**src/hdl/two_choice_bucketed_hash_lookup_macros.svh**
```systemverilog
// assertion macros used by the hash lookup top level
`ifndef TWO_CHOICE_BUCKETED_HASH_LOOKUP_MACROS_SVH
`define TWO_CHOICE_BUCKETED_HASH_LOOKUP_MACROS_SVH
`ifndef SYNTHESIS
// same-cycle implication, clocked on clk, off while rst_n is low
`define TCBHL_ASSERT_IMP(lbl, a, b) \
  lbl: assert property (@(posedge clk) disable iff (!rst_n) (a) |-> (b)) \
    else $error("same-cycle check failed");
// next-cycle implication
`define TCBHL_ASSERT_NXT(lbl, a, b) \
  lbl: assert property (@(posedge clk) disable iff (!rst_n) (a) |=> (b)) \
    else $error("next-cycle check failed");
`else
`define TCBHL_ASSERT_IMP(lbl, a, b)
`define TCBHL_ASSERT_NXT(lbl, a, b)
`endif
`endif

```
**src/hdl/tcbhl_pkg.sv**
```systemverilog
// types, hash constants and helpers for the hash lookup block
`timescale 1ns / 1ps
package tcbhl_pkg;

  localparam int KEY_W      = 32;
  localparam int PORT_W     = 4;
  localparam int SLOT_W     = KEY_W + PORT_W;
  localparam int SLOT_IDX_W = 4;

  localparam logic KIND_LOOKUP = 1'b0;
  localparam logic KIND_INSERT = 1'b1;

  localparam logic [31:0] CH_C1  = 32'hcc9e2d51;
  localparam logic [31:0] CH_C2  = 32'h1b873593;
  localparam logic [31:0] CH_ADD = 32'he6546b64;
  localparam logic [31:0] FM_M1  = 32'h85ebca6b;
  localparam logic [31:0] FM_M2  = 32'hc2b2ae35;
  localparam logic [31:0] SEED_C = 32'd9;
  localparam logic [31:0] MUL5   = 32'd5;

  function automatic logic [31:0] rotr32(input logic [31:0] v, input int s);
    rotr32 = (v >> s) | (v << (32 - s));
  endfunction

  // mixed length word: rotr(4 * c1, 17) * c2
  localparam logic [31:0] LEN_PRE = 32'(32'd4 * CH_C1);
  localparam logic [31:0] LEN_MIX = 32'(rotr32(LEN_PRE, 17) * CH_C2);

  typedef struct packed {
    logic                  kind;
    logic [KEY_W-1:0]      key;
    logic                  use_second;
    logic [2:0]            victim_slot;
    logic [PORT_W-1:0]     port_in;
  } req_t;

  typedef struct packed {
    logic              hit;
    logic [PORT_W-1:0] port_out;
    logic              replaced;
  } rsp_t;

  typedef struct packed {
    logic [PORT_W-1:0] port;
    logic [KEY_W-1:0]  key;
  } slot_t;

  typedef struct packed {
    logic                  hit;
    logic [PORT_W-1:0]     port;
    logic                  has_empty;
    logic [SLOT_IDX_W-1:0] empty_idx;
  } bkt_match_t;

  typedef enum logic [3:0] {
    HS_IDLE, HS_B0, HS_B1, HS_B2, HS_B3, HS_M4, HS_M5, HS_M6, HS_M7, HS_F1, HS_F2
  } hstep_t;

  typedef enum logic [2:0] {
    ST_CLEAR, ST_IDLE, ST_HASH, ST_READ, ST_CHECK
  } st_t;

endpackage

```
**src/hdl/tcbhl_hash.sv**
```systemverilog
// sequenced 32-bit word hash over one shared multiply-add unit
`timescale 1ns / 1ps
module tcbhl_hash (
  input  logic        clk,
  input  logic        rst_n,
  input  logic        start,
  input  logic [31:0] word,
  output logic        done,
  output logic [31:0] result
);
  import tcbhl_pkg::*;

  hstep_t      step_r, step_nxt;
  logic        done_r, done_nxt;
  logic [31:0] word_r, b_r, c_r, h_r;
  logic [31:0] b_nxt, c_nxt, h_nxt;
  logic [31:0] op_a, op_b, op_add, prod;
  logic [7:0]  byte_sel;

  always_ff @(posedge clk) begin
    if (!rst_n) begin
      step_r <= HS_IDLE;
      done_r <= 1'b0;
    end else begin
      step_r <= step_nxt;
      done_r <= done_nxt;
    end
  end

  always_ff @(posedge clk) begin
    if (start) begin
      word_r <= word;
    end
    b_r <= b_nxt;
    c_r <= c_nxt;
    h_r <= h_nxt;
  end

  // the one multiplier, low half plus addend
  assign prod = 32'(op_a * op_b) + op_add;

  always_comb begin
    step_nxt = step_r;
    done_nxt = 1'b0;
    b_nxt    = b_r;
    c_nxt    = c_r;
    h_nxt    = h_r;
    op_a     = b_r;
    op_b     = CH_C1;
    op_add   = '0;
    byte_sel = word_r[7:0];
    case (step_r)
      HS_IDLE: begin
        if (start) begin
          step_nxt = HS_B0;
          b_nxt    = '0;
          c_nxt    = SEED_C;
        end
      end
      HS_B0, HS_B1, HS_B2, HS_B3: begin
        case (step_r)
          HS_B1:   byte_sel = word_r[15:8];
          HS_B2:   byte_sel = word_r[23:16];
          HS_B3:   byte_sel = word_r[31:24];
          default: byte_sel = word_r[7:0];
        endcase
        // bytes enter sign extended
        op_add   = {{24{byte_sel[7]}}, byte_sel};
        b_nxt    = prod;
        c_nxt    = c_r ^ prod;
        step_nxt = hstep_t'(step_r + 4'd1);
      end
      HS_M4: begin
        op_a     = rotr32(c_r ^ LEN_MIX, 19);
        op_b     = MUL5;
        op_add   = CH_ADD;
        h_nxt    = prod;
        step_nxt = HS_M5;
      end
      HS_M5: begin
        b_nxt    = prod;
        step_nxt = HS_M6;
      end
      HS_M6: begin
        op_a     = rotr32(b_r, 17);
        op_b     = CH_C2;
        b_nxt    = prod;
        step_nxt = HS_M7;
      end
      HS_M7: begin
        op_a     = rotr32(h_r ^ b_r, 19);
        op_b     = MUL5;
        op_add   = CH_ADD;
        h_nxt    = prod;
        step_nxt = HS_F1;
      end
      HS_F1: begin
        op_a     = h_r ^ (h_r >> 16);
        op_b     = FM_M1;
        h_nxt    = prod;
        step_nxt = HS_F2;
      end
      HS_F2: begin
        op_a     = h_r ^ (h_r >> 13);
        op_b     = FM_M2;
        h_nxt    = prod;
        step_nxt = HS_IDLE;
        done_nxt = 1'b1;
      end
      default: step_nxt = HS_IDLE;
    endcase
  end

  assign done   = done_r;
  assign result = h_r ^ (h_r >> 16);

endmodule

```
**config.mk**
```make
export PLATFORM = sky130hd
export DESIGN_NAME = tcbhl_hash
export DESIGN_NICKNAME = d
export VERILOG_FILES = /design/src/hdl/two_choice_bucketed_hash_lookup_macros.svh /design/src/hdl/tcbhl_pkg.sv /design/src/hdl/tcbhl_hash.sv
export SDC_FILE = /design/constraint.sdc
export NUM_CORES = 1
export LEC_CHECK = 0
export BUFFER_PORTS_ARGS = -buffer_cell sky130_fd_sc_hd__buf_4
export CAP_MARGIN = 0
export CORE_ASPECT_RATIO = 1.25
export CORE_UTILIZATION = 58
export DETAILED_ROUTE_END_ITERATION = 8
export PLACE_DENSITY = 0.87
export SLEW_MARGIN = 20
export SYNTH_ARGS = -nofsm -noshare
export SYNTH_HDL_FRONTEND = slang
export SYNTH_SLANG_ARGS = --single-unit
```
**constraint.sdc**
```tcl
create_clock -name clk -period 10.1 [get_ports clk]
set_input_delay 0.505 -clock clk [delete_from_list [all_inputs] [get_ports clk]]
set_output_delay 0.505 -clock clk [all_outputs]
set_load 0.02 [all_outputs]
```
=== Word level (Yosys, flattened, before mapping) ===
Cells that the tools add are included.

* Register bits: 133
* Bits of input ports: 35
* Output and inout bits: 33
* Word-level logic and storage cells: 48

* $add $sub $neg: 2
* Multiply operators: 1
* Eq/ne operators: 11
* Multiplexer cells: 11
* Bitwise gates (word level): 8
* Reductions and logical operators: 9

{| class="wikitable"
|+ Operators with widths
! operator !! number
|-
| $pmux W32 S2 || 3
|-
| $pmux W32 S5 || 1
|-
| $pmux W32 S4 || 1
|-
| $mux W32 || 2
|-
| $or A13 B32 Y32 || 2
|-
| $xor A32 B32 Y32 || 2
|-
| $add A32 B32 Y32 || 1
|-
| $mul A32 B32 Y32 || 1
|-
| $or A15 B32 Y32 || 1
|-
| $xor A32 B16 Y32 || 1
|-
| $xor A32 B19 Y32 || 1
|-
| $pmux W4 S7 || 1
|-
| $pmux W8 S3 || 1
|-
| $not A18 Y18 || 1
|-
| $eq A4 B3 Y1 const B || 4
|-
| $eq A4 B4 Y1 const B || 3
|-
| $eq A4 B2 Y1 const B || 2
|-
| $reduce_or A4 Y1 || 2
|-
| $reduce_or A6 Y1 || 1
|-
| $add A4 B1 Y4 const B || 1
|-
| $eq A4 B1 Y1 const B || 1
|-
| $logic_not A4 Y1 || 1
|-
| $mux W4 || 1
|-
| $reduce_and A2 Y1 || 2
|-
| 4 further kinds || 5
|}

=== Depth between registers and ports, before layout ===
* Depth in word-level cells: 7
* Depth in mapped cells: 43

=== Worst setup path after synthesis ===
OpenSTA, ideal clock, no wires.

* Kind: register to register
* Start: reg step_r[0]
* End: reg b_r[31] (data pin)
* Library setup time: 254 ps
* Arrival time: 9862 ps
* Slack: -16 ps
* Stages on the path, launching flop included: 33
* Buffers on the path: 1
* Period minus slack after synthesis: 10116 ps
* Path through: dfxtp_1 -> ha_1 -> clkbuf_1 -> nor2_1 -> a221o_1 -> and2_1 -> o21ai_0 -> nand2_1 -> inv_1 -> fa_1 -> fa_1 -> inv_1 -> fa_1 -> inv_1 -> fa_1 -> inv_1 -> fa_1 -> fa_1 -> fa_1 -> inv_1 -> fa_1 -> inv_1 -> ha_1 -> a21o_1 -> a21o_1 -> a21oi_1 -> nor2b_1 -> a41oi_1 -> a211o_1 -> nor2_1 -> a211oi_1 -> xor2_1 -> o21a_1

* Word-level cells in the longest chain between the ends: 6
* Elaborated cells on any way between the ends: 21
* Classes of those cells: add/sub: 1; mul: 1; eq/ne: 10; mux: 5; reduce/logical: 4

{| class="wikitable"
|+ RTL lines
! element !! line !! text
|-
| start: declaration || tcbhl_hash.sv:13 || <nowiki>hstep_t step_r, step_nxt;</nowiki>
|-
| start signal: assignment || tcbhl_hash.sv:25 || <nowiki>step_r <= step_nxt;</nowiki>
|-
| $eq A4 B4 Y1 / $eq A4 B3 Y1 (equally long branches) || tcbhl_hash.sv:52 || <nowiki>case (step_r)</nowiki>
|-
| $reduce_or A2 Y1 (no source line) || n/a ||
|-
| $pmux W32 S4 || tcbhl_hash.sv:52 ||
|-
| $mul A32 B32 Y32 || tcbhl_hash.sv:40 || <nowiki>assign prod = 32'(op_a * op_b) + op_add;</nowiki>
|-
| $add A32 B32 Y32 * || tcbhl_hash.sv:40 ||
|-
| named net prod[31] || tcbhl_hash.sv:17 || <nowiki>logic [31:0] op_a, op_b, op_add, prod;</nowiki>
|-
| $pmux W32 S2 * || tcbhl_hash.sv:52 ||
|-
| end signal: assignment || tcbhl_hash.sv:34 || <nowiki>b_r <= b_nxt;</nowiki>
|-
| end: declaration || tcbhl_hash.sv:15 || <nowiki>logic [31:0] word_r, b_r, c_r, h_r;</nowiki>
|}

Mark *: on every way through the listed nets, which the timed path passes. The rest lies on a longest branch.
A chain may end at the register's enable or synchronous reset.

=== Worst setup path after layout ===
* Start: reg step_r[0]
* End: reg b_r[30] (data pin)

The elaborated chain is that of the path after synthesis.

==> impl_metrics.ini <==
[sta]
period_minus_slack_ps = 9890
tightest_slew_ps = 1280
finalCritPeriodShare_pct = 98.0
relSlewSlack_pct = 13.8
finalClockSkew_ps = 8.74
timing.hold.ws_ps = 227
slew_violations = 0
setup_viol = 0
hold_violations = 0
max_freq_mhz = 101

[setup_path]
path_delay_family = adder cells
cp-start-kind = flop
critPathMaxStageDelay_ps = 570
end_kind = flop
cp_common_cell = inv_1
crit_arrival_ps = 10220
cp_num_buf_inv = 11
crit_type = flop to flop
cp_max_fo = 13
critPathRequiredTime_ps = 10420
crit_slowest_cell = fa_1

[routing]
vias = 18400
first_iter_violations = 2300
wl_per_cell_um = 30.2
postRouteAntennaNets = 0
via_per_inst = 6.17
wirelength_um = 90400
drc = 0
dr.pass1.iters = 8

[clock_network]
tritoncts = done
clk_pin_slew_ps = 70
numCtsBuffers = 17
clock_latency_ps = 450
htreeDepth = 4
cts_buffer_depth = 2
ctsRootBufferMaster = clkbuf_16
cts_hold_buf = 0
clkSinkCount = 133

[run]
maxCapViolCount = 0

[global_route]
grt_pass1_wl_um = 132000
grt_usage_pct = 46.8
grt_max_degree = 35
grt_overflow_total = 0
antenna_found_initial = 2
grt_pass1_vias = 19800

[status]
outcome = completed

[floorplanning]
io_pins = 68
die_y_um = 224
start_util_pct = 58.6
die_x_um = 180
rows = 81
core_area_um2 = 39000
die_area_um2 = 40200

[synth]
synth-xor-area-share_pct = 7.57
synth-simple-area-share_pct = 9.10
synthDistinctLibCells = 81
synth_nets = 2962
synth.cell_area_um2 = 22900
synth_top_cell_by_area = fa_1
ys.flop_type = edfxtp_1
synth_area_leaders = fa_1 (37%), edfxtp_1 (17%), inv_1 (10%), ha_1 (7.8%), xnor2_1 (4.3%)
async_flop_share_pct = 0
ys_seq_area_share_pct = 17.2
synthAdderAreaFrac_pct = 44.7
synth_top_family_by_area = adder cells
synthMuxAreaShare_pct = 0.0985
synth_compound_area_share_pct = 9.10
yosysTopAreaCellShare_pct = 36.8
synth_area_per_cell_um2 = 9.68
postSynthCellCount = 2363
ys_warn_count = 0
ys_seq_elements = 133
synth_edf_count = 128

[placed_design]
place_congestion = 1.11
port_buffers = 67
dp_hpwl_um = 75800

[layout]
drive_above_1_share_pct = 11.2
area_growth_pct = 10.1
nNetsFinal = 3078

[min_path]
min_path_type = input pin to flop
## registers in the layout, indices dropped and copies added (netlist names)
register and flops:
b_r 32, c_r 32, done 1, h_r 32, step_r 4, word_r 32
## synthesized netlist by cell type, types with 11 or more instances
| cell | instances |
|---|---|
| inv_1 | 616 |
| fa_1 | 421 |
| nor2_1 | 189 |
| nand2_1 | 178 |
| ha_1 | 143 |
| edfxtp_1 | 128 |
| xnor2_1 | 113 |
| xor2_1 | 61 |
| clkbuf_1 | 60 |
| o21ai_0 | 51 |
| a21oi_1 | 49 |
| nor2b_1 | 36 |
| a22oi_1 | 26 |
| buf_4 | 19 |
| a31oi_1 | 18 |
| a21o_1 | 16 |
| a221oi_1 | 16 |
| buf_2 | 12 |
| a221o_1 | 11 |
| o22ai_1 | 11 |
## area by class of cell
type	count	area (um2)
inverter	618	2320
antenna	2	5.00
clock inverter	15	174
multi-input combinational	1514	16200
clock buffer	17	425
sequential	133	3950
tap	498	623
timing repair buffer	195	1480
fill	3243	13800
## worst paths after layout
path	cells past startpoint	end	slack, ps	startpoint
setup / recovery	38	b_r[30]	210	step_r[0]
hold / removal	1	word_r[20]	230	word[20]
setup reg to reg	38	b_r[30]	210	step_r[0]
hold reg to reg	2	step_r[0]	580	step_r[0]
## what timing repair did
item | 4_1_cts | 5_1_grt
setup endpoints to repair | 1 | 31
buffers inserted | 4 | 3
pin swaps | 1 | 2
gates resized for setup | 0 | 15
## placed cells by master (no fill, tap or decap), drive strengths merged, types with 57 or more instances in the layout
| master | count |
|---|---|
| buf | 195 |
| edfxtp | 128 |
| fa | 421 |
| ha | 143 |
| inv | 628 |
| nand2 | 179 |
| nor2 | 191 |
| o21ai | 57 |
| xnor2 | 113 |
| xor2 | 61 |
## kinds of logic (layout without fill, tap and decap cells)
family	Yosys count	after routing
AOI/OAI and AO/OA	289	289
xor gates and xnor gates	183	183
adders and majority gates	564	564
buffers and inverters	716	845
DFF	133	133
muxes	2	2
other	0	2
and+or+nand+nor	476	476
## routing by layer
layer	up-vias	GRT usage (%)	wire [um]
li1	7486	-	-
met1	9152	54.0	30100
met2	1361	76.7	42100
met3	450	8.55	8610
met4	0	39.2	9580
met5	-	0	0
## worst reg2reg max path, delay by kind of cell, from the launching register on
family	cells	cell delay [ps]
AND/OR/NAND/NOR	5	1000
XOR/XNOR	1	350
buffers and inverters	11	1270
AO/OA/AOI/OAI	11	2630
flip-flops	1	420
adder cells (fa/ha/maj)	10	4090
## metrics by stage
stage               setup slack, ps  area, um2  utilization (%)  std cells  setup TNS, ps
floorplan                       603      22900                -       2363              0
global placement                160      24500             62.7       2951              0
detailed placement             43.0      24500             62.7       2951              0
CTS                            9.08      25100             64.3       2987              0
global route                  -42.5      25200             64.5       2992          -42.5
finish                          206      25200             64.5       2992              0
Power is left out: the tool's default activity adds up to more than one toggle a clock period on the data nets, which glitch-free logic cannot reach.
