File: config.mk
export PLATFORM = sky130hd
export DESIGN_NAME = tcbhl_match
export DESIGN_NICKNAME = d
export VERILOG_FILES = /design/src/hdl/two_choice_bucketed_hash_lookup_macros.svh /design/src/hdl/tcbhl_pkg.sv /design/src/hdl/tcbhl_match.sv
export SDC_FILE = /design/constraint.sdc
export NUM_CORES = 1
export LEC_CHECK = 0
export ABC_AREA = 0
export ABC_CLOCK_PERIOD_IN_PS = 1900
export CORE_MARGIN = 10
export CORE_UTILIZATION = 34
export DETAILED_ROUTE_END_ITERATION = 7
export DONT_BUFFER_PORTS = 1
export RECOVER_POWER = 25
export SLEW_MARGIN = 30
export SYNTH_ARGS = -nofsm -noshare
export SYNTH_HDL_FRONTEND = slang
export SYNTH_SLANG_ARGS = --single-unit
File: constraint.sdc
create_clock -name vclk -period 1.9
set_clock_uncertainty 0.15 [all_clocks]
set_input_delay 0.19 -clock vclk [all_inputs]
set_output_delay 0.19 -clock vclk [all_outputs]
set_load 0.005 [all_outputs]
File: src/hdl/two_choice_bucketed_hash_lookup_macros.svh
// assertion macros used by the hash lookup top level
`ifndef TWO_CHOICE_BUCKETED_HASH_LOOKUP_MACROS_SVH
`define TWO_CHOICE_BUCKETED_HASH_LOOKUP_MACROS_SVH
`ifndef SYNTHESIS
// same-cycle implication, clocked on clk, off while rst_n is low
`define TCBHL_ASSERT_IMP(lbl, a, b) \
  lbl: assert property (@(posedge clk) disable iff (!rst_n) (a) |-> (b)) \
    else $error("same-cycle check failed");
// next-cycle implication
`define TCBHL_ASSERT_NXT(lbl, a, b) \
  lbl: assert property (@(posedge clk) disable iff (!rst_n) (a) |=> (b)) \
    else $error("next-cycle check failed");
`else
`define TCBHL_ASSERT_IMP(lbl, a, b)
`define TCBHL_ASSERT_NXT(lbl, a, b)
`endif
`endif

File: src/hdl/tcbhl_pkg.sv
// types, hash constants and helpers for the hash lookup block
`timescale 1ns / 1ps
package tcbhl_pkg;

  localparam int KEY_W      = 32;
  localparam int PORT_W     = 4;
  localparam int SLOT_W     = KEY_W + PORT_W;
  localparam int SLOT_IDX_W = 4;

  localparam logic KIND_LOOKUP = 1'b0;
  localparam logic KIND_INSERT = 1'b1;

  localparam logic [31:0] CH_C1  = 32'hcc9e2d51;
  localparam logic [31:0] CH_C2  = 32'h1b873593;
  localparam logic [31:0] CH_ADD = 32'he6546b64;
  localparam logic [31:0] FM_M1  = 32'h85ebca6b;
  localparam logic [31:0] FM_M2  = 32'hc2b2ae35;
  localparam logic [31:0] SEED_C = 32'd9;
  localparam logic [31:0] MUL5   = 32'd5;

  function automatic logic [31:0] rotr32(input logic [31:0] v, input int s);
    rotr32 = (v >> s) | (v << (32 - s));
  endfunction

  // mixed length word: rotr(4 * c1, 17) * c2
  localparam logic [31:0] LEN_PRE = 32'(32'd4 * CH_C1);
  localparam logic [31:0] LEN_MIX = 32'(rotr32(LEN_PRE, 17) * CH_C2);

  typedef struct packed {
    logic                  kind;
    logic [KEY_W-1:0]      key;
    logic                  use_second;
    logic [2:0]            victim_slot;
    logic [PORT_W-1:0]     port_in;
  } req_t;

  typedef struct packed {
    logic              hit;
    logic [PORT_W-1:0] port_out;
    logic              replaced;
  } rsp_t;

  typedef struct packed {
    logic [PORT_W-1:0] port;
    logic [KEY_W-1:0]  key;
  } slot_t;

  typedef struct packed {
    logic                  hit;
    logic [PORT_W-1:0]     port;
    logic                  has_empty;
    logic [SLOT_IDX_W-1:0] empty_idx;
  } bkt_match_t;

  typedef enum logic [3:0] {
    HS_IDLE, HS_B0, HS_B1, HS_B2, HS_B3, HS_M4, HS_M5, HS_M6, HS_M7, HS_F1, HS_F2
  } hstep_t;

  typedef enum logic [2:0] {
    ST_CLEAR, ST_IDLE, ST_HASH, ST_READ, ST_CHECK
  } st_t;

endpackage

File: src/hdl/tcbhl_match.sv
// compares one bucket row against a key and finds the first empty slot
`timescale 1ns / 1ps
module tcbhl_match #(
  parameter int SLOTS = 8
) (
  input  logic [SLOTS*tcbhl_pkg::SLOT_W-1:0] row,
  input  logic [tcbhl_pkg::KEY_W-1:0]        key,
  output tcbhl_pkg::bkt_match_t              match
);
  import tcbhl_pkg::*;

  slot_t slot;

  // walk from the top so the lowest slot wins
  always_comb begin
    match = '0;
    slot  = '0;
    for (int s = SLOTS - 1; s >= 0; s--) begin
      slot = row[s*SLOT_W +: SLOT_W];
      if (slot.key == key) begin
        match.hit  = 1'b1;
        match.port = slot.port;
      end
      if (slot.key == '0) begin
        match.has_empty = 1'b1;
        match.empty_idx = SLOT_IDX_W'(s);
      end
    end
  end

endmodule

-- Yosys cells after proc, flatten, opt, wreduce, memory -nomap -nowiden
Cells that the tools add are included.
Widths: inputs -> output; s select.
- output and inout bits: 10
- input bits: 320
- logic and storage cells: 32
- bits in registers: 0
- multiplexer cells: 16
- reductions and logical operators: 8
- eq/ne operators: 8
- operators by type and width (operator ; count):
    $eq 32x32->1 ; 8
    $logic_not 32->1 ; 8
    $mux 5 ; 16

-- Longest topological paths before layout
Gate-level depths: netlist of the first run.
- depth in word-level cells: 9
- gate-level depth with buffers: 8
- depth with buffers taken out: 7

-- Worst setup path before layout of the first run
No wires, ideal clock.
- path type: input -> output
- from: input port key[20] in the netlist's numbering
- to: output port match[7] in the netlist's numbering
- data arrival time: 1820 ps
- stages: 8
- path buffers: 1
- required time: 1560 ps
- path slack: -260 ps
- cells stage by stage: buf_2 xor2_1 nor4_1 nand4_1 or2_4 a2111oi_1 nor3_1 o22ai_1
- RTL lines (what ; RTL line ; source):
    start, declared ; tcbhl_match.sv:7 ; input logic [tcbhl_pkg::KEY_W-1:0] key,
    end, declared ; tcbhl_match.sv:8 ; output tcbhl_pkg::bkt_match_t match

==> impl_metrics.toml, run 1 <==
[die]
dieArea_sq_mm = 0.0163
die_h_um = 128
ioPinCount = 330
core_area_sq_mm = 0.0114
die_x_um = 128
start_util_pct = 34.7
rows = 39

[detailed_routing]
wl_per_cell_um = 38.3
postRouteAntennaNets = 0
viasPerCell = 7.05
firstDrtPassIters = 5
drc = 0
dr.first_iter.drc_count = 506
vias = 4707
drt-total-wl_um = 25600

[placed_design]
gp_congestion = 0.916
place_area_sq_mm = 0.00412
placed_cells_incl_taps = 663
io_buffers = 0
dp_hpwl_um = 20800

[setup_path]
path_cells = "xor2_1 -> nor4_1 -> nand4_1 -> or2_4 -> a2111oi_4 -> nor3_2 -> o22ai_2"
crit_slowest_cell = "or2_4"
start_kind = "input port"
max_stage_delay_ns = 0.35
crit_arrival_ns = 1.87
worst-setup-path-type = "input port to output port"
end_kind = "output port"
cp_max_fo = 8
critPathRequiredTime_ns = 1.56

[layout]
area_growth_pct = 10.9
design_area_sq_mm = 0.00437
register_area_sq_um = 0
insertedDiodeCount = 0
multiInputGateArea_sq_mm = 0.00396
final_nets = 847
seq_cells = 0
clock_buffer_count = 0
drive_gt1_share_pct = 14.5
final-instance-count-excl-fill = 668
n_fill_cell = 1201

[power]
p_sw_mw = 0.215
p_sw_share_pct = 40.1
p_leak_nw = 1.34
seq_power_share_pct = 0
clkPwrFrac_pct = 0
power.density_mw_per_mm2 = 122
internal_power_mw = 0.320
power_frac_comb_pct = 100.0
ir_drop_uv = 46.8

[timing]
rsz0062_at_grt = "true"
hold_violations = 0
fin_tns_setup_ns = -1.19
finalSetupViolations = 5
fin_crit_sh_pct = 117
holdWs_ns = 0.393
drv_slew = 0
timing.fmax_mhz = 452
timing.final.ws_setup_ns = -0.314
post-route-min-period_ns = 2.21

[global_route]
grt_max_degree = 9
antenna_found_initial = 0
grt_pass1_wl_um = 34800
overflow = 0
grt_pass1_vias = 5108
grt_util_all_layers_pct = 28.6

[logic_synthesis]
ys_warn_count = 0
postSynthCellCount = 529
syn-num-nets = 849
syn-cell-area_sq_mm = 0.00395
synth.distinct_cells = 29
syn_area_per_cell_sq_um = 7.46
synth_seq_area_share_pct = 0

[outcome]
violations = "negative setup slack"
run_status = "complete, but fails checks"

[worst_hold_path]
min_path_type = "input port to output port"

[run]
cap_violations = 0
==> metal layers <==
layer | track usage, % | part of all wire [%]
met1 | 28.0 | 30
met3 | 16.0 | 18
met4 | 12.7 | 5.5
met2 | 48.6 | 47
met5 | 0 | 0
==> kinds of logic (layout without fill, tap and decap cells) <==
group	Yosys count	after routing	share of synthesized area [%]
muxes	1	1	0.285
buffers and inverters	36	32	6.60
AOI/OAI and AO/OA	27	27	4.41
xor gates and xnor gates	256	256	57.0
other	1	1	0.0951
and+or+nand+nor	208	208	31.6
==> power by group through the flow <==
stage	Combinational [mW]	Clock (mW)	Sequential [mW]
CTS	0.517	0	0
finish	0.535	0	0
global route	0.589	0	0
detailed placement	0.509	0	0
global placement	0.500	0	0
floorplan	0.612	0	0
==> cells in the mapped netlist, drive strengths merged <==
| cell type | instances | area [sq um] |
|---|---|---|
| xor2 | 192 | 1690 |
| mux2 | 1 | 11.3 |
| and2 | 1 | 6.26 |
| a21oi | 7 | 35.0 |
| a2111oi | 1 | 10.0 |
| inv | 3 | 11.3 |
| a211oi | 1 | 7.51 |
| nor2b | 1 | 6.26 |
| buf | 33 | 249 |
| o221ai | 3 | 26.3 |
| conb | 1 | 3.75 |
| o21ai | 3 | 15.0 |
| nand2 | 4 | 15.0 |
| nor2 | 18 | 67.6 |
| nand3 | 4 | 20.0 |
| or2 | 4 | 27.5 |
| o22ai | 5 | 31.3 |
| a22oi | 3 | 22.5 |
| nor4 | 118 | 757 |
| nor3 | 13 | 65.1 |
| nand4 | 45 | 282 |
| xnor2 | 64 | 561 |
| a21boi | 1 | 7.51 |
| a31oi | 3 | 18.8 |
==> per-stage QoR <==
step	power, mW	setup WS, ns	util, %
2_1_floorplan	0.612	-0.177	-
6_report	0.535	-0.314	38.5
3_5_place_dp	0.509	-0.338	36.2
5_1_grt	0.589	-0.357	38.5
4_1_cts	0.517	-0.284	37.0
3_3_place_gp	0.500	-0.318	36.2
==> worst paths after layout <==
| check | startpoint | endpoint | slack, ns | cells after the start |
|---|---|---|---|---|
| worst min-delay path | row[34] | match[7] | 0.39 | 2 |
| worst max-delay path | key[9] | match[7] | -0.31 | 7 |
==> worst max-delay path: cells and delay by family <==
kind,cells,cell delay (ns)
simple gates,4,1.04
compound gates,2,0.49
xor+xnor,1,0.14
==> repair_timing <==
item | CTS | global route
endpoints found under the setup margin | 6 | 7
gates resized for setup | 13 | 27
buffers inserted | 4 | 1
pin swaps | 18 | 12
hold buffers | 0 | 0
==> cell type report <==
class	count	share of cell area (%)
inverter	3	0.257
tap	143	4.09
timing repair buffer	29	5.15
multi-input combinational	493	90.5
==> placed cells by master (no fill, tap or decap), types with 4 or more instances in the layout <==
| cell | n |
|---|---|
| xor2_1 | 189 |
| nor4_1 | 102 |
| xnor2_1 | 63 |
| nand4_1 | 45 |
| buf_4 | 27 |
| nor4_2 | 14 |
| nor2_1 | 12 |
| nor3_1 | 10 |
| a21oi_2 | 4 |
| nand2_1 | 4 |
| o22ai_1 | 4 |
Note: power is estimated with default switching activity, not from simulation.
==> run 2: changes to the inputs <==
Settings changed: CORE_AREA set to 10 10 121 123, CORE_MARGIN 10 to unset, CORE_UTILIZATION 34 to unset, DIE_AREA set to 0 0 131 133.
==> run 2 against run 1 <==
- the run still ends with negative setup slack left
- non-clock buffer count is 4 lower
- highest routed layer unchanged
- cell count rose by 3.7%
- count of clock-buffer cells in the layout unchanged
==> impl_metrics.toml, run 2 (same netlist as run 1, synthesis figures left out) <==
[outcome]
run_status = "complete, but fails checks"
violations = "negative setup slack"

[detailed_routing]
viasPerCell = 6.59
firstDrtPassIters = 4
drt-total-wl_um = 26600
vias = 4565
wl_per_cell_um = 38.4
dr.first_iter.drc_count = 349
drc = 0
postRouteAntennaNets = 0

[power]
report.power.total_mw = 0.547
ir_drop_uv = 41.5
p_leak_nw = 1.31
power.density_mw_per_mm2 = 124

[worst_hold_path]
min_path_type = "input port to output port"

[setup_path]
cp_max_fo = 8
start_kind = "input port"
critPathRequiredTime_ns = 1.56
path_cells = "xor2_1 -> nor4_1 -> nand4_1 -> or2_4 -> a21oi_2 -> o221ai_2 -> a31oi_2"
crit_slowest_cell = "or2_4"
crit_arrival_ns = 1.79
cp_num_buf_inv = 0
max_stage_delay_ns = 0.35
end_kind = "output port"
worst-setup-path-type = "input port to output port"
crit_family = "simple AND/OR/NAND/NOR gates"

[timing]
worst_pin_slew_ns = 0.494
hold_violations = 0
fin_crit_sh_pct = 112
timing.final.ws_setup_ns = -0.226
holdWs_ns = 0.426
rsz0062_at_grt = "true"
drv_slew = 0
finalSetupViolations = 4
post-route-min-period_ns = 2.13
slew_headroom_pct = 66.8
timing.fmax_mhz = 470

[layout]
clock_buffer_count = 0
register_area_sq_um = 0
drive_gt1_share_pct = 14.2
final_common_cell = "xor2_1"
final_nets = 843
most-common-layout-cells = "xor2_1, nor4_1, xnor2_1, nand4_1, buf_4"
seq_cells = 0
area_growth_pct = 11.6
insertedDiodeCount = 0
design_area_sq_mm = 0.00440

[global_route]
overflow = 0
antenna_found_initial = 0
grt_util_all_layers_pct = 28.2
grt_pass1_wl_um = 35900
grt_max_degree = 9
grt_pass1_vias = 4946

[clock_tree]
postCtsHoldBufs = 0

[die]
die_x_um = 131
core_area_sq_mm = 0.0124
start_util_pct = 31.9
die_h_um = 133
dieArea_sq_mm = 0.0174
rows = 41
ioPinCount = 330

[run]
cap_violations = 0

[placed_design]
dp_hpwl_um = 21500
gp_congestion = 0.942
io_buffers = 0
place_area_sq_mm = 0.00415
## run 2: cell count changes in the layout (fill, tap and decap cells not counted), sizes merged
cell	delta
buf	-4
## run 2: per-layer routing
layer / share of wire (%) / wire length [um] / vias up / GRT usage, %
li1: - / - / 1931 / -
met1: 34 / 9030 / 2174 / 30.3
met2: 49 / 12900 / 386 / 49.1
met3: 13 / 3560 / 74 / 9.91
met4: 4.1 / 1090 / 0 / 10.3
met5: 0 / 0 / - / 0
## run 2: final timing paths
path,startpoint,end,cells after the start
max,key[30],match[5],7
min,row[34],match[7],2
## run 2: final cells by class
class,count,area [sq um]
multi-input cells,493,3990
well taps,172,215
fillers,1342,7960
repair buffers,25,191
inverters,3,11.3
## run 2: stage by stage
step / cells / worst slack [ns] / TNS [ns] / util [%]
after floorplan: 529 / -0.177 / -0.422 / -
final: 693 / -0.226 / -0.836 / 35.6
after global routing: 693 / -0.322 / -1.23 / 35.6
after global placement: 691 / -0.275 / -1.09 / 33.6
after detailed placement: 691 / -0.302 / -1.33 / 33.6
after CTS: 693 / -0.209 / -0.793 / 34.4
## run 2: report_power, final
group | switching (mW) | internal, mW
sequential | 0 | 0
clock | 0 | 0
combinational | 0.224 | 0.323
## run 2: timing repair
| action | 4_1_cts | 5_1_grt |
|---|---|---|
| setup buffers | 2 | 0 |
| resized for setup | 17 | 26 |
| hold endpoints to repair | 0 | 0 |
| endpoints found under the setup margin | 7 | 8 |
| cloned | 0 | 0 |
| pin swaps | 13 | 16 |
==> run 3: changes to the inputs <==
Settings changed: ABC_CLOCK_PERIOD_IN_PS 1900 to 2390, CORE_AREA 10 10 121 123 to 10 10 120 122, DIE_AREA 0 0 131 133 to 0 0 130 132, TNS_END_PERCENT set to 100.
Clock period 1.9 ns to 2.39 ns, I/O delays scaled along.
==> run 3 against run 2 <==
- critical path depth rose by 1
- cell area is 8.1% lower
- global-route usage fell by 0.29 points
- count of clock-buffer cells in the layout unchanged
- largest cell class unchanged
- core utilization fell by 1.7 points
- the flow now finishes without violations
- flip-flop and latch count stayed put
- worst hold slack better by 0.075 ns
- die area down 1.5%
- total power decreased by 24%
- sequential share of layout area stayed put
- via count increased by 0.66%
- cell count down 5.9%
==> impl_metrics.toml, run 3 (same netlist as run 1, synthesis figures left out) <==
[outcome]
run_status = "finished clean"

[layout]
seq_cells = 0
register_area_sq_um = 0
area_growth_pct = 2.54
final-instance-count-excl-fill = 652
multiInputGateArea_sq_mm = 0.00378
final_nets = 827
most-common-layout-cells = "xor2_1, nor4_1, xnor2_1, nand4_1, nor2_1"
final_common_cell = "xor2_1"
drive_gt1_share_pct = 6.53
clock_buffer_count = 0
n_fill_cell = 1329
design_area_sq_mm = 0.00405
insertedDiodeCount = 0

[detailed_routing]
viasPerCell = 7.05
wl_per_cell_um = 39.9
firstDrtPassIters = 6
vias = 4595
drc = 0
drt-total-wl_um = 26000
postRouteAntennaNets = 0
dr.first_iter.drc_count = 464

[die]
die_h_um = 132
dieArea_sq_mm = 0.0172
ioPinCount = 330
core_area_sq_mm = 0.0119
die_x_um = 130
rows = 40
start_util_pct = 33.1

[placed_design]
dp_hpwl_um = 21400
gp_congestion = 0.952
place_area_sq_mm = 0.00395
placed_cells_incl_taps = 652
preCtsSetupSlack_ns = -0.0103
io_buffers = 0

[timing]
timing.fmax_mhz = 434
rsz0062_at_grt = "true"
post-route-min-period_ns = 2.31
drv_slew = 0
hold_violations = 0
timing.final.ws_setup_ns = 0.0839
fin_tns_setup_ns = 0
fin_crit_sh_pct = 96.5
finalSetupViolations = 0

[power]
ir_drop_uv = 47.2
report.power.total_mw = 0.418
power.density_mw_per_mm2 = 103
p_leak_nw = 1.19

[global_route]
overflow = 0
grt_util_all_layers_pct = 27.9
grt_max_degree = 11
grt_pass1_vias = 4828
antenna_found_initial = 0
grt_pass1_wl_um = 35300

[setup_path]
crit_family = "simple AND/OR/NAND/NOR gates"
crit_arrival_ns = 1.92
critPathRequiredTime_ns = 2.00
start_kind = "input port"
worst-setup-path-type = "input port to output port"
worst-path-stages = 8
cp-startpoint = "key[26]"
end_kind = "output port"
cp-endpoint = "match[5]"
max_stage_delay_ns = 0.34
path_cells = "xor2_1 -> nor4_2 -> nand4_1 -> or2_4 -> a21oi_2 -> o221ai_1 -> a31oi_1 -> buf_4"
cp_max_fo = 8
cp_num_buf_inv = 1
crit_slowest_cell = "or2_4"

[clock_tree]
postCtsHoldBufs = 0

[run]
cap_violations = 0

[worst_hold_path]
min_path_type = "input port to output port"
run 3: stage by stage:
stage / utilization (%) / hold slack (ns)
2_1_floorplan: - / 0.477
3_3_place_gp: 33.1 / 0.496
3_5_place_dp: 33.1 / 0.501
4_1_cts: 33.2 / 0.503
5_1_grt: 34.0 / 0.503
6_report: 34.0 / 0.500
run 3: routing by layer:
| layer | wire length [um] | global-route usage (%) | vias to the layer above |
|---|---|---|---|
| met3 | 4060 | 11.0 | 80 |
| met5 | 0 | 0 | - |
| li1 | - | - | 1900 |
| met2 | 12400 | 47.6 | 462 |
| met1 | 8390 | 30.3 | 2153 |
| met4 | 1110 | 9.63 | 0 |
run 3: how the worst min path moves through the flow:
stage | slack [ns] | from | end | cells after the start
2_1_floorplan | 0.48 | row[68] | match[5] | 2
3_3_place_gp | 0.50 | row[71] | match[8] | 2
3_5_place_dp | 0.50 | row[69] | match[6] | 2
4_1_cts | 0.50 | row[69] | match[6] | 2
5_1_grt | 0.50 | row[34] | match[7] | 2
6_report | 0.50 | row[69] | match[6] | 2
run 3: power by group:
part,switching (mW),total [mW],internal [mW]
clock network,0,0,0
registers,0,0,0
logic,0.167,0.418,0.252
total,0.167,0.418,0.252
run 3: what timing repair did:
action	in CTS	in global routing
endpoints found under the setup margin	1	3
resized for setup	0	17
gates cloned	0	0
pin swaps	2	10
buffers inserted	1	0
run 3: final cells by class:
cell class / instances / area share [%]
Multi-Input combinational cell: 493 / 93.5
Inverter: 3 / 0.278
Tap cell: 147 / 4.55
Timing Repair Buffer: 9 / 1.67
